==> src/hdl/bal_pkg.sv <==
// shared constants, request codes and controller/datapath interface types
package bal_pkg;

  localparam int CAPACITY_DEF = 8;
  localparam int VALUE_W      = 32;
  localparam int KIND_W       = 2;
  localparam int COUNT_W      = 4;

  localparam logic [KIND_W-1:0] KIND_INSERT      = 2'd0;
  localparam logic [KIND_W-1:0] KIND_REMOVE_HEAD = 2'd1;
  localparam logic [KIND_W-1:0] KIND_REMOVE_TAIL = 2'd2;
  localparam logic [KIND_W-1:0] KIND_SWAP        = 2'd3;

  typedef struct packed {
    logic start;
    logic shift_en;
    logic scan_en;
    logic wr_a;
    logic wr_b;
    logic finish;
  } cmd_t;

  typedef struct packed {
    logic walk_done;
    logic found_both;
    logic out_free;
  } sts_t;

endpackage

==> src/hdl/bal_dp.sv <==
// list datapath: entry memory, count, walk index, search results and output register
module bal_dp #(
  parameter int CAPACITY = bal_pkg::CAPACITY_DEF
) (
  input  logic                              clk_i,
  input  logic                              rst_ni,
  input  bal_pkg::cmd_t                     cmd_i,
  output bal_pkg::sts_t                     sts_o,
  input  logic        [bal_pkg::KIND_W-1:0] kind_i,
  input  logic signed [bal_pkg::VALUE_W-1:0] value_i,
  input  logic signed [bal_pkg::VALUE_W-1:0] second_value_i,
  input  logic                              out_stall_i,
  output logic                              out_valid_o,
  output logic                              out_ok_o,
  output logic        [bal_pkg::COUNT_W-1:0] out_entry_count_o
);
  import bal_pkg::*;

  localparam int CW = $clog2(CAPACITY + 1);
  localparam int AW = (CAPACITY > 1) ? $clog2(CAPACITY) : 1;
  localparam int EW = (CW > COUNT_W) ? CW : COUNT_W;
  localparam logic [CW-1:0] CAP_C = CW'(CAPACITY);
  localparam logic [CW-1:0] ONE_C = CW'(1);

  logic [VALUE_W-1:0] mem_q [CAPACITY];
  logic [VALUE_W-1:0] rdata_q;
  logic [VALUE_W-1:0] val_a_q, val_b_q;
  logic [KIND_W-1:0]  kind_q;
  logic [CW-1:0]      cnt_q, cnt_d;
  logic [CW-1:0]      idx_q, idx_d;
  logic [CW-1:0]      rd_idx_q;
  logic [CW-1:0]      rd_prev;
  logic [AW-1:0]      pos_a_q, pos_b_q;
  logic               rd_pend_q;
  logic               have_a_q, have_b_q;
  logic               ok_q;
  logic               out_valid_q;
  logic               out_ok_q;
  logic [COUNT_W-1:0] out_cnt_q;
  logic [EW-1:0]      cnt_ext;
  logic               issue;
  logic               full;
  logic               empty;
  logic               wr_en;
  logic [AW-1:0]      wr_addr;
  logic [VALUE_W-1:0] wr_data;

  assign full    = (cnt_q >= CAP_C);
  assign empty   = (cnt_q == '0);
  assign issue   = (cmd_i.shift_en && (idx_q <= cnt_q)) || (cmd_i.scan_en && (idx_q < cnt_q));
  assign rd_prev = rd_idx_q - ONE_C;
  assign cnt_ext = EW'(cnt_q);

  assign sts_o.walk_done  = !issue && !rd_pend_q;
  assign sts_o.found_both = have_a_q && have_b_q;
  assign sts_o.out_free   = !out_valid_q || !out_stall_i;

  always_comb begin
    wr_en   = 1'b0;
    wr_addr = cnt_q[AW-1:0];
    wr_data = value_i;
    priority if (cmd_i.start && (kind_i == KIND_INSERT) && !full) begin
      wr_en = 1'b1;
    end else if (rd_pend_q && (kind_q == KIND_REMOVE_HEAD)) begin
      wr_en   = 1'b1;
      wr_addr = rd_prev[AW-1:0];
      wr_data = rdata_q;
    end else if (cmd_i.wr_a) begin
      wr_en   = 1'b1;
      wr_addr = pos_a_q;
      wr_data = val_b_q;
    end else if (cmd_i.wr_b) begin
      wr_en   = 1'b1;
      wr_addr = pos_b_q;
      wr_data = val_a_q;
    end
  end

  always_comb begin
    cnt_d = cnt_q;
    idx_d = idx_q;
    if (cmd_i.start) begin
      unique case (kind_i)
        KIND_INSERT: begin
          if (!full) cnt_d = cnt_q + ONE_C;
        end
        KIND_REMOVE_HEAD: begin
          if (!empty) cnt_d = cnt_q - ONE_C;
          idx_d = ONE_C;
        end
        KIND_REMOVE_TAIL: begin
          if (!empty) cnt_d = cnt_q - ONE_C;
        end
        default: begin
          idx_d = '0;
        end
      endcase
    end else if (issue) begin
      idx_d = idx_q + ONE_C;
    end
  end

  // entry memory, one write and one registered read per cycle
  always_ff @(posedge clk_i) begin
    if (wr_en) mem_q[wr_addr] <= wr_data;
    if (issue) begin
      rdata_q  <= mem_q[idx_q[AW-1:0]];
      rd_idx_q <= idx_q;
    end
  end

  always_ff @(posedge clk_i or negedge rst_ni) begin
    if (!rst_ni) begin
      cnt_q       <= '0;
      idx_q       <= '0;
      rd_pend_q   <= 1'b0;
      have_a_q    <= 1'b0;
      have_b_q    <= 1'b0;
      ok_q        <= 1'b0;
      kind_q      <= KIND_INSERT;
      out_valid_q <= 1'b0;
    end else begin
      cnt_q     <= cnt_d;
      idx_q     <= idx_d;
      rd_pend_q <= issue;
      if (cmd_i.start) begin
        kind_q   <= kind_i;
        have_a_q <= 1'b0;
        have_b_q <= 1'b0;
        ok_q     <= (kind_i == KIND_INSERT) ? !full : !empty;
      end else if (rd_pend_q && (kind_q == KIND_SWAP)) begin
        priority if (rdata_q == val_a_q) begin
          have_a_q <= 1'b1;
        end else if (rdata_q == val_b_q) begin
          have_b_q <= 1'b1;
        end
      end
      if (cmd_i.finish) begin
        out_valid_q <= 1'b1;
      end else if (!out_stall_i) begin
        out_valid_q <= 1'b0;
      end
    end
  end

  always_ff @(posedge clk_i) begin
    if (cmd_i.start) begin
      val_a_q <= value_i;
      val_b_q <= second_value_i;
    end
    if (rd_pend_q && (kind_q == KIND_SWAP)) begin
      priority if (rdata_q == val_a_q) begin
        pos_a_q <= rd_idx_q[AW-1:0];
      end else if (rdata_q == val_b_q) begin
        pos_b_q <= rd_idx_q[AW-1:0];
      end
    end
    if (cmd_i.finish) begin
      out_ok_q  <= (kind_q == KIND_SWAP) ? (have_a_q && have_b_q) : ok_q;
      out_cnt_q <= cnt_ext[COUNT_W-1:0];
    end
  end

  assign out_valid_o       = out_valid_q;
  assign out_ok_o          = out_ok_q;
  assign out_entry_count_o = out_cnt_q;

  a_cnt_bound : assert property (@(posedge clk_i) disable iff (!rst_ni)
    cnt_q <= CAP_C)
    else $error("entry count above capacity");

  a_finish_free : assert property (@(posedge clk_i) disable iff (!rst_ni)
    cmd_i.finish |-> sts_o.out_free)
    else $error("result loaded over an unsent result");

  a_swap_pair : assert property (@(posedge clk_i) disable iff (!rst_ni)
    cmd_i.wr_b |-> $past(cmd_i.wr_a) && have_a_q && have_b_q)
    else $error("swap write without both positions found");

  a_insert_cnt : assert property (@(posedge clk_i) disable iff (!rst_ni)
    cmd_i.start && (kind_i == KIND_INSERT) && !full |=> cnt_q == $past(cnt_q) + ONE_C)
    else $error("insert did not advance the count");

endmodule

==> src/hdl/bal_ctrl.sv <==
// request sequencer: accepts a transaction, walks the list and releases the result
module bal_ctrl (
  input  logic                         clk_i,
  input  logic                         rst_ni,
  input  logic                         in_valid_i,
  output logic                         in_stall_o,
  input  logic [bal_pkg::KIND_W-1:0]   in_kind_i,
  input  bal_pkg::sts_t                sts_i,
  output bal_pkg::cmd_t                cmd_o
);
  import bal_pkg::*;

  localparam logic [2:0] S_IDLE   = 3'd0;
  localparam logic [2:0] S_SHIFT  = 3'd1;
  localparam logic [2:0] S_SCAN   = 3'd2;
  localparam logic [2:0] S_SWAP_A = 3'd3;
  localparam logic [2:0] S_SWAP_B = 3'd4;
  localparam logic [2:0] S_DONE   = 3'd5;

  logic [2:0] state_q, state_d;

  assign in_stall_o = (state_q != S_IDLE);

  always_comb begin
    state_d        = state_q;
    cmd_o          = '0;
    cmd_o.shift_en = (state_q == S_SHIFT);
    cmd_o.scan_en  = (state_q == S_SCAN);
    unique case (state_q)
      S_IDLE: begin
        if (in_valid_i) begin
          cmd_o.start = 1'b1;
          unique case (in_kind_i)
            KIND_REMOVE_HEAD: state_d = S_SHIFT;
            KIND_SWAP:        state_d = S_SCAN;
            default:          state_d = S_DONE;
          endcase
        end
      end
      S_SHIFT: begin
        if (sts_i.walk_done) state_d = S_DONE;
      end
      S_SCAN: begin
        if (sts_i.walk_done) state_d = sts_i.found_both ? S_SWAP_A : S_DONE;
      end
      S_SWAP_A: begin
        cmd_o.wr_a = 1'b1;
        state_d    = S_SWAP_B;
      end
      S_SWAP_B: begin
        cmd_o.wr_b = 1'b1;
        state_d    = S_DONE;
      end
      S_DONE: begin
        if (sts_i.out_free) begin
          cmd_o.finish = 1'b1;
          state_d      = S_IDLE;
        end
      end
      default: begin
        state_d = S_IDLE;
      end
    endcase
  end

  always_ff @(posedge clk_i or negedge rst_ni) begin
    if (!rst_ni) begin
      state_q <= S_IDLE;
    end else begin
      state_q <= state_d;
    end
  end

  a_start_idle : assert property (@(posedge clk_i) disable iff (!rst_ni)
    cmd_o.start |=> (state_q != S_IDLE))
    else $error("accepted transaction left the sequencer idle");

  a_swap_seq : assert property (@(posedge clk_i) disable iff (!rst_ni)
    (state_q == S_SWAP_A) |=> (state_q == S_SWAP_B))
    else $error("swap write sequence broken");

  a_done_hold : assert property (@(posedge clk_i) disable iff (!rst_ni)
    (state_q == S_DONE) && !sts_i.out_free |=> (state_q == S_DONE))
    else $error("result dropped while output busy");

endmodule

==> src/hdl/bounded_array_list_engine.sv <==
// bounded ordered list engine: insert, remove head, remove tail and swap on signed words
// insert and remove tail: no walk; the result is registered once the done state finds the output register free
// remove head: each later entry moves down one place, one entry moved per cycle through the memory port
// swap: a search over all entries, then the two found positions are written in turn when both are found
// one transaction at a time; the result waits in an output register while stalled
// reset empties the list and clears the control state; entry words are not reset
module bounded_array_list_engine #(
  parameter int CAPACITY = bal_pkg::CAPACITY_DEF
) (
  input  logic                               clk_i,
  input  logic                               rst_ni,
  input  logic                               in_valid_i,
  output logic                               in_stall_o,
  input  logic        [bal_pkg::KIND_W-1:0]  in_kind_i,
  input  logic signed [bal_pkg::VALUE_W-1:0] in_value_i,
  input  logic signed [bal_pkg::VALUE_W-1:0] in_second_value_i,
  output logic                               out_valid_o,
  input  logic                               out_stall_i,
  output logic                               out_ok_o,
  output logic        [bal_pkg::COUNT_W-1:0] out_entry_count_o
);
  import bal_pkg::*;

  cmd_t cmd;
  sts_t sts;

  bal_ctrl u_ctrl (
    .clk_i      (clk_i),
    .rst_ni     (rst_ni),
    .in_valid_i (in_valid_i),
    .in_stall_o (in_stall_o),
    .in_kind_i  (in_kind_i),
    .sts_i      (sts),
    .cmd_o      (cmd)
  );

  bal_dp #(
    .CAPACITY (CAPACITY)
  ) u_dp (
    .clk_i             (clk_i),
    .rst_ni            (rst_ni),
    .cmd_i             (cmd),
    .sts_o             (sts),
    .kind_i            (in_kind_i),
    .value_i           (in_value_i),
    .second_value_i    (in_second_value_i),
    .out_stall_i       (out_stall_i),
    .out_valid_o       (out_valid_o),
    .out_ok_o          (out_ok_o),
    .out_entry_count_o (out_entry_count_o)
  );

endmodule
==> config.mk <==
export PLATFORM = sky130hd
export DESIGN_NAME = bounded_array_list_engine
export DESIGN_NICKNAME = d
export VERILOG_FILES = /design/src/hdl/bal_pkg.sv /design/src/hdl/bal_dp.sv /design/src/hdl/bal_ctrl.sv /design/src/hdl/bounded_array_list_engine.sv
export SDC_FILE = /design/constraint.sdc
export NUM_CORES = 1
export LEC_CHECK = 0
export BUFFER_PORTS_ARGS = -buffer_cell sky130_fd_sc_hd__buf_2
export CAP_MARGIN = 10
export CORE_MARGIN = 2
export CORE_UTILIZATION = 56
export DETAILED_ROUTE_END_ITERATION = 12
export PLACE_DENSITY = 0.72
export SYNTH_ARGS = -nofsm -noshare
export SYNTH_HDL_FRONTEND = slang
export SYNTH_SLANG_ARGS = --single-unit
==> constraint.sdc <==
create_clock -name clk_i -period 5.3 [get_ports clk_i]
set_clock_uncertainty 0.2 [all_clocks]
set_input_delay 1.59 -clock clk_i [delete_from_list [all_inputs] [get_ports clk_i]]
set_output_delay 1.59 -clock clk_i [all_outputs]
set_load 0.03 [all_outputs]
# --- Word level (Yosys, flattened, before mapping) ---
# Memories as Yosys holds them, arrays and structs flattened. A register that Yosys moved wholly into a read port is not among the register bits.
# Cells that the tools add are included.
totals:
  ff_bits: 96
  ram_bits: 256
  input_bits: 70
  output_inout_bits: 7
  wordCells: 124
  mem_count: 1
mem_list:
  columns: ["memory", "depth", "word_bits", "read_ports", "rd_ports_with_merged_regs", "write_ports", "line_no", "rtl"]
  rows:
  - ["u_dp.mem_q", 8, 32, 1, 1, 1, "bal_dp.sv:25", "logic [VALUE_W-1:0] mem_q [CAPACITY];"]
op_classes:
  add_sub_neg: 4
  magnitude_cmp: 3
  eq_ne: 21
  n_mux: 44
  bitwise_logic: 1
  n_reduce_logical: 34
ops:
  columns: ["operator", "count"]
  rows:
  - ["$mux 32", 4]
  - ["$eq 32x32->1", 2]
  - ["$mux 3", 9]
  - ["$mux 1", 23]
  - ["$pmux 3 s6", 1]
  - ["$mux 4", 4]
  - ["$pmux 4 s2", 2]
  - ["$ne 2x2->1 const B", 7]
  - ["$reduce_bool 2->1", 5]
  - ["$add 4x1->4 const B", 2]
  - ["$logic_and 1x1->1", 8]
  - ["$reduce_and 4->1", 2]
  - ["$eq 2x2->1 const B", 3]
  - ["$eq 3x2->1 const B", 2]
  - ["$eq 3x3->1 const B", 2]
  - ["$logic_not 1->1", 6]
  - ["$pmux 3 s2", 1]
  - ["$reduce_and 2->1", 3]
  - ["$reduce_and 3->1", 2]
  - ["$eq 2x1->1 const B", 2]
  - ["$ge 4x4->1 const B", 1]
  - ["$le 4x4->1", 1]
  - ["$logic_not 4->1", 1]
  - ["$lt 4x4->1", 1]
  - ["other kinds (10)", 13]

# --- Depth between registers and ports, before layout ---
logic_depth:
  word_depth: 8
  mapped_depth: 11
  depth_no_buf: 8

# --- Hierarchy ---
# A second synthesis with hierarchy kept.
unflattened:
  cells_unflattened: 877
  hier_area_um2: 16130.5
modules_own_cells:
  columns: ["module", "instances", "cells_each", "area_each_um2", "seq_area_each_um2"]
  rows:
  - ["bal_dp", 1, 848, 15855.2, 11365.9]
  - ["bal_ctrl", 1, 29, 275.3, 75.1]

# --- Worst setup path after synthesis ---
# Ideal clock, no wire load.
synth_path:
  kind: "input-to-reg"
  startpoint: "in in_valid_i"
  endpoint: "mem u_dp.mem_q[4][0] (enable)"
  t_arrival_ps: 4337
  required_time_ps: 4679
  setup_slack_ps: 342
  cell_stages: 6
  path_buffers: 0
  path_cell_list: "or4b_4 clkinv_4 nand2_2 a32oi_1 nand2_1 nor2_1"
synth_rtl:
  columns: ["element", "line_no", "rtl"]
  rows:
  - ["start, declared", "bounded_array_list_engine.sv:12", "input logic in_valid_i,"]
  - ["end, declared", "bal_dp.sv:25", null]

==> flow_summary.json <==
{
  "syn-num-nets": 974,
  "critPathBufInv": 3,
  "post-cts-setup-buffers": 0,
  "syn_area_per_cell_um2": 17.92,
  "layout_commonest_cell": "edfxtp_1",
  "drc": 0,
  "worstSetupPathType": "in2reg",
  "netlist_instances": 890,
  "area_growth_pct": 14.08,
  "holdBufCountCts": 0,
  "p_leak_nw": 5.979,
  "swShare_pct": 32.50,
  "hold_path_depth": 0,
  "cts_buffers": 40,
  "power_density_nw_per_um2": 619.5,
  "cp_cell_sequence": "buf_2 > or4b_4 > clkinv_4 > nand2_2 > mux2i_1 > nor2_4 > buf_12",
  "drive_above_1_share_pct": 27.17,
  "power_frac_comb_pct": 29.8,
  "rr_endpoint": "u_dp.mem_q[3][12]$_DFFE_PP_",
  "die_area_um2": 29850,
  "fin_setup_tns_ns": 0,
  "drt_first_pass_iters": 5,
  "run_status": "finished clean",
  "multi_input_area_um2": 4285,
  "switching_power_mw": 3.664,
  "p_total_mw": 11.27,
  "cts_tree": "done",
  "end_kind": "flop",
  "row_count": 61,
  "clockPowerShare_pct": 25.1,
  "ys_ff_latch": 384,
  "cts_root_buf": "clkbuf_16",
  "dr.first_iter.drc_count": 877,
  "setup_viol": 0,
  "crit_family": "simple AND/OR/NAND/NOR gates",
  "layout_common_cells": "366 x edfxtp_1, 76 x buf_2, 64 x mux4_2",
  "whs_endpoint": "u_dp.pos_a_q[1]$_DFFE_PP_",
  "grt_max_degree": 69,
  "grt_pass1_wl_mm": 54.61,
  "ir_drop_mv": 0.3002,
  "h-tree-depth": 2,
  "ys_types": 61,
  "worstMarginPinSlew_ns": 1.019,
  "die_w_um": 172.8,
  "critical_path.startpoint_type": "primary input",
  "hp-start": "u_dp.rd_idx_q[1]$_DFFE_PP_",
  "coreArea_um2": 27930,
  "rsz0062_at_grt": "false",
  "cts_buffer_depth": 3,
  "nets": 1067,
  "cts_resized": 0,
  "yosysWarnings": 0,
  "seq_power_share_pct": 45.0,
  "critPathArrivalTime_ns": 4.19,
  "relSlewSlack_pct": 32.06,
  "ant_nets": 0,
  "nFillCells": 1888,
  "dp_hpwl_mm": 21.83,
  "antenna_cells": 0,
  "worst-r2r-cell-count": 6,
  "antenna_found_initial": 0,
  "io_pins": 77,
  "synth_area_um2": 15950,
  "place_congestion": 0.8088,
  "fmax_mhz": 243.2,
  "holdCritPathClass": "reg2reg",
  "finalCritPeriodShare_pct": 77.58,
  "yosysSeqAreaShare_pct": 71.73,
  "via_per_inst": 6.301,
  "slew_viol_final": 0,
  "grt_pass1_vias": 8713,
  "regArea_um2": 11450,
  "path_clk_slew_ns": 0.05,
  "port_buffers": 76,
  "synth_edf_count": 366,
  "chipHeight_um": 172.8,
  "num_vias": 8759,
  "grt_overflow": 0,
  "wirelength_mm": 36.17,
  "p_int_mw": 7.608,
  "period_needed_ns": 4.112,
  "hold_violations": 0,
  "drt-wirelength-per-cell_um": 26.02,
  "synth_ff_type": "edfxtp_1",
  "worstPathRequired_ns": 5.38,
  "cp_max_fo": 32,
  "cts_sinks": 384,
  "slowest_stage": "mux2i_1",
  "r2r_start": "u_ctrl.state_q[2]$_DFFE_PN0P_",
  "reg2reg_slack_ns": 1.59,
  "async_flop_share_pct": 4.688,
  "max_stage_delay_ns": 0.77,
  "worstSkewPairLatency_ns": 0.55,
  "gr-usage-all-layers_pct": 24.55,
  "max_cap_viol_count": 0,
  "start_util_pct": 57.09
}
-- Yosys cell counts (all sizes together) (4+ instances only) --
master    n  area, um2
a31oi    33      206.5
buf      17      116.4
clkbuf   27      101.4
mux4     64       1441
o221ai   32      280.3
nor2     48      180.2
xor2     38      332.8
o31ai     4      30.03
nand2    53      203.9
ha       13      162.7
nand4     9      56.30
dfrtp    18      450.4
edfxtp  366      10990
xnor2    32      280.3
nor3      7      46.30
o21ai    13      68.82
nor4      9      56.30
inv      15      56.30
a21oi     9      48.80
mux2     33      371.6
-- cell type report --
cell class | count | share of cell area [%]
clock inverter | 24 | 1.644
multi-input combinational | 446 | 23.55
clock buffer | 47 | 5.646
inverter | 16 | 0.3576
timing repair buffer | 95 | 3.287
tap | 378 | 2.599
sequential | 384 | 62.91
-- through the flow --
step	utilization (%)	hold WS [ns]	area, um2	setup slack [ns]	std cells
finish	65.13	0.3001	18200	1.188	1390
floorplan	-	0.2450	15950	0.3418	890
global route	65.13	0.3292	18200	1.019	1390
global placement	60.39	0.2590	16870	0.6976	1319
detailed placement	60.39	0.2662	16870	0.6437	1319
CTS	65.13	0.2993	18200	1.180	1390
-- worst register-to-register path, delay by kind of cell, from the launching register on --
kind                   cells  cell delay (ns)
AND/OR/NAND/NOR            3             1.33
buffers and inverters      2             0.56
multiplexers               1             0.78
flip-flops                 1             0.58
-- layer usage --
metal	up-vias	part of all wire, %	wire, um	GRT usage (%)
li1	3763	-	-	-
met1	4468	41	14740	34.44
met2	460	47	17060	38.59
met3	68	9.0	3261	5.409
met4	0	3.1	1107	8.651
met5	-	0	0	0
-- sequential cells by signal, summed over array words and instances (netlist names), 2 cells and up --
name and count:
u_dp.idx_q 4, u_dp.val_b_q 32, u_dp.mem_q 256, u_dp.rd_idx_q 3
u_dp.out_entry_count_o 4, u_ctrl.state_q 3, u_dp.pos_a_q 3, u_dp.val_a_q 32
u_dp.pos_b_q 3, u_dp.rdata_q 32, u_dp.kind_q 2, u_dp.cnt_ext 4
-- kinds of logic (layout without fill, tap and decap cells) --
group                      after synthesis  count (layout)  synth area share, %
xor gates and xnor gates                70              70                3.844
muxes                                   98              98                11.43
adders and majority gates               14              14                1.145
DFF                                    384             384                71.73
and+or+nand+nor                        151             151                4.652
AOI/OAI and AO/OA                      113             113                5.421
buffers and inverters                   60             182                1.773
-- power groups by stage --
| stage | Clock (mW) | Combinational (mW) | Sequential, mW |
|---|---|---|---|
| after floorplan | 0 | 2.39 | 4.94 |
| after global placement | 0 | 3.31 | 5.10 |
| after detailed placement | 0 | 3.36 | 5.12 |
| after CTS | 2.86 | 3.38 | 5.08 |
| after global routing | 2.99 | 3.62 | 5.17 |
| final | 2.83 | 3.36 | 5.08 |
-- worst max path at each step --
stage	start	to	cells past startpoint	slack, ns
detailed placement	in_valid_i	u_dp.mem_q[3][17]$_DFFE_PP_	7	0.64
global route	in_valid_i	u_dp.mem_q[3][11]$_DFFE_PP_	7	1.02
finish	in_valid_i	u_dp.mem_q[3][12]$_DFFE_PP_	7	1.19
floorplan	in_valid_i	u_dp.mem_q[4][0]$_DFFE_PP_	6	0.34
CTS	in_valid_i	u_dp.mem_q[3][11]$_DFFE_PP_	7	1.18
global placement	in_valid_i	u_dp.mem_q[3][12]$_DFFE_PP_	7	0.70
(Power assumes the default switching activity.)
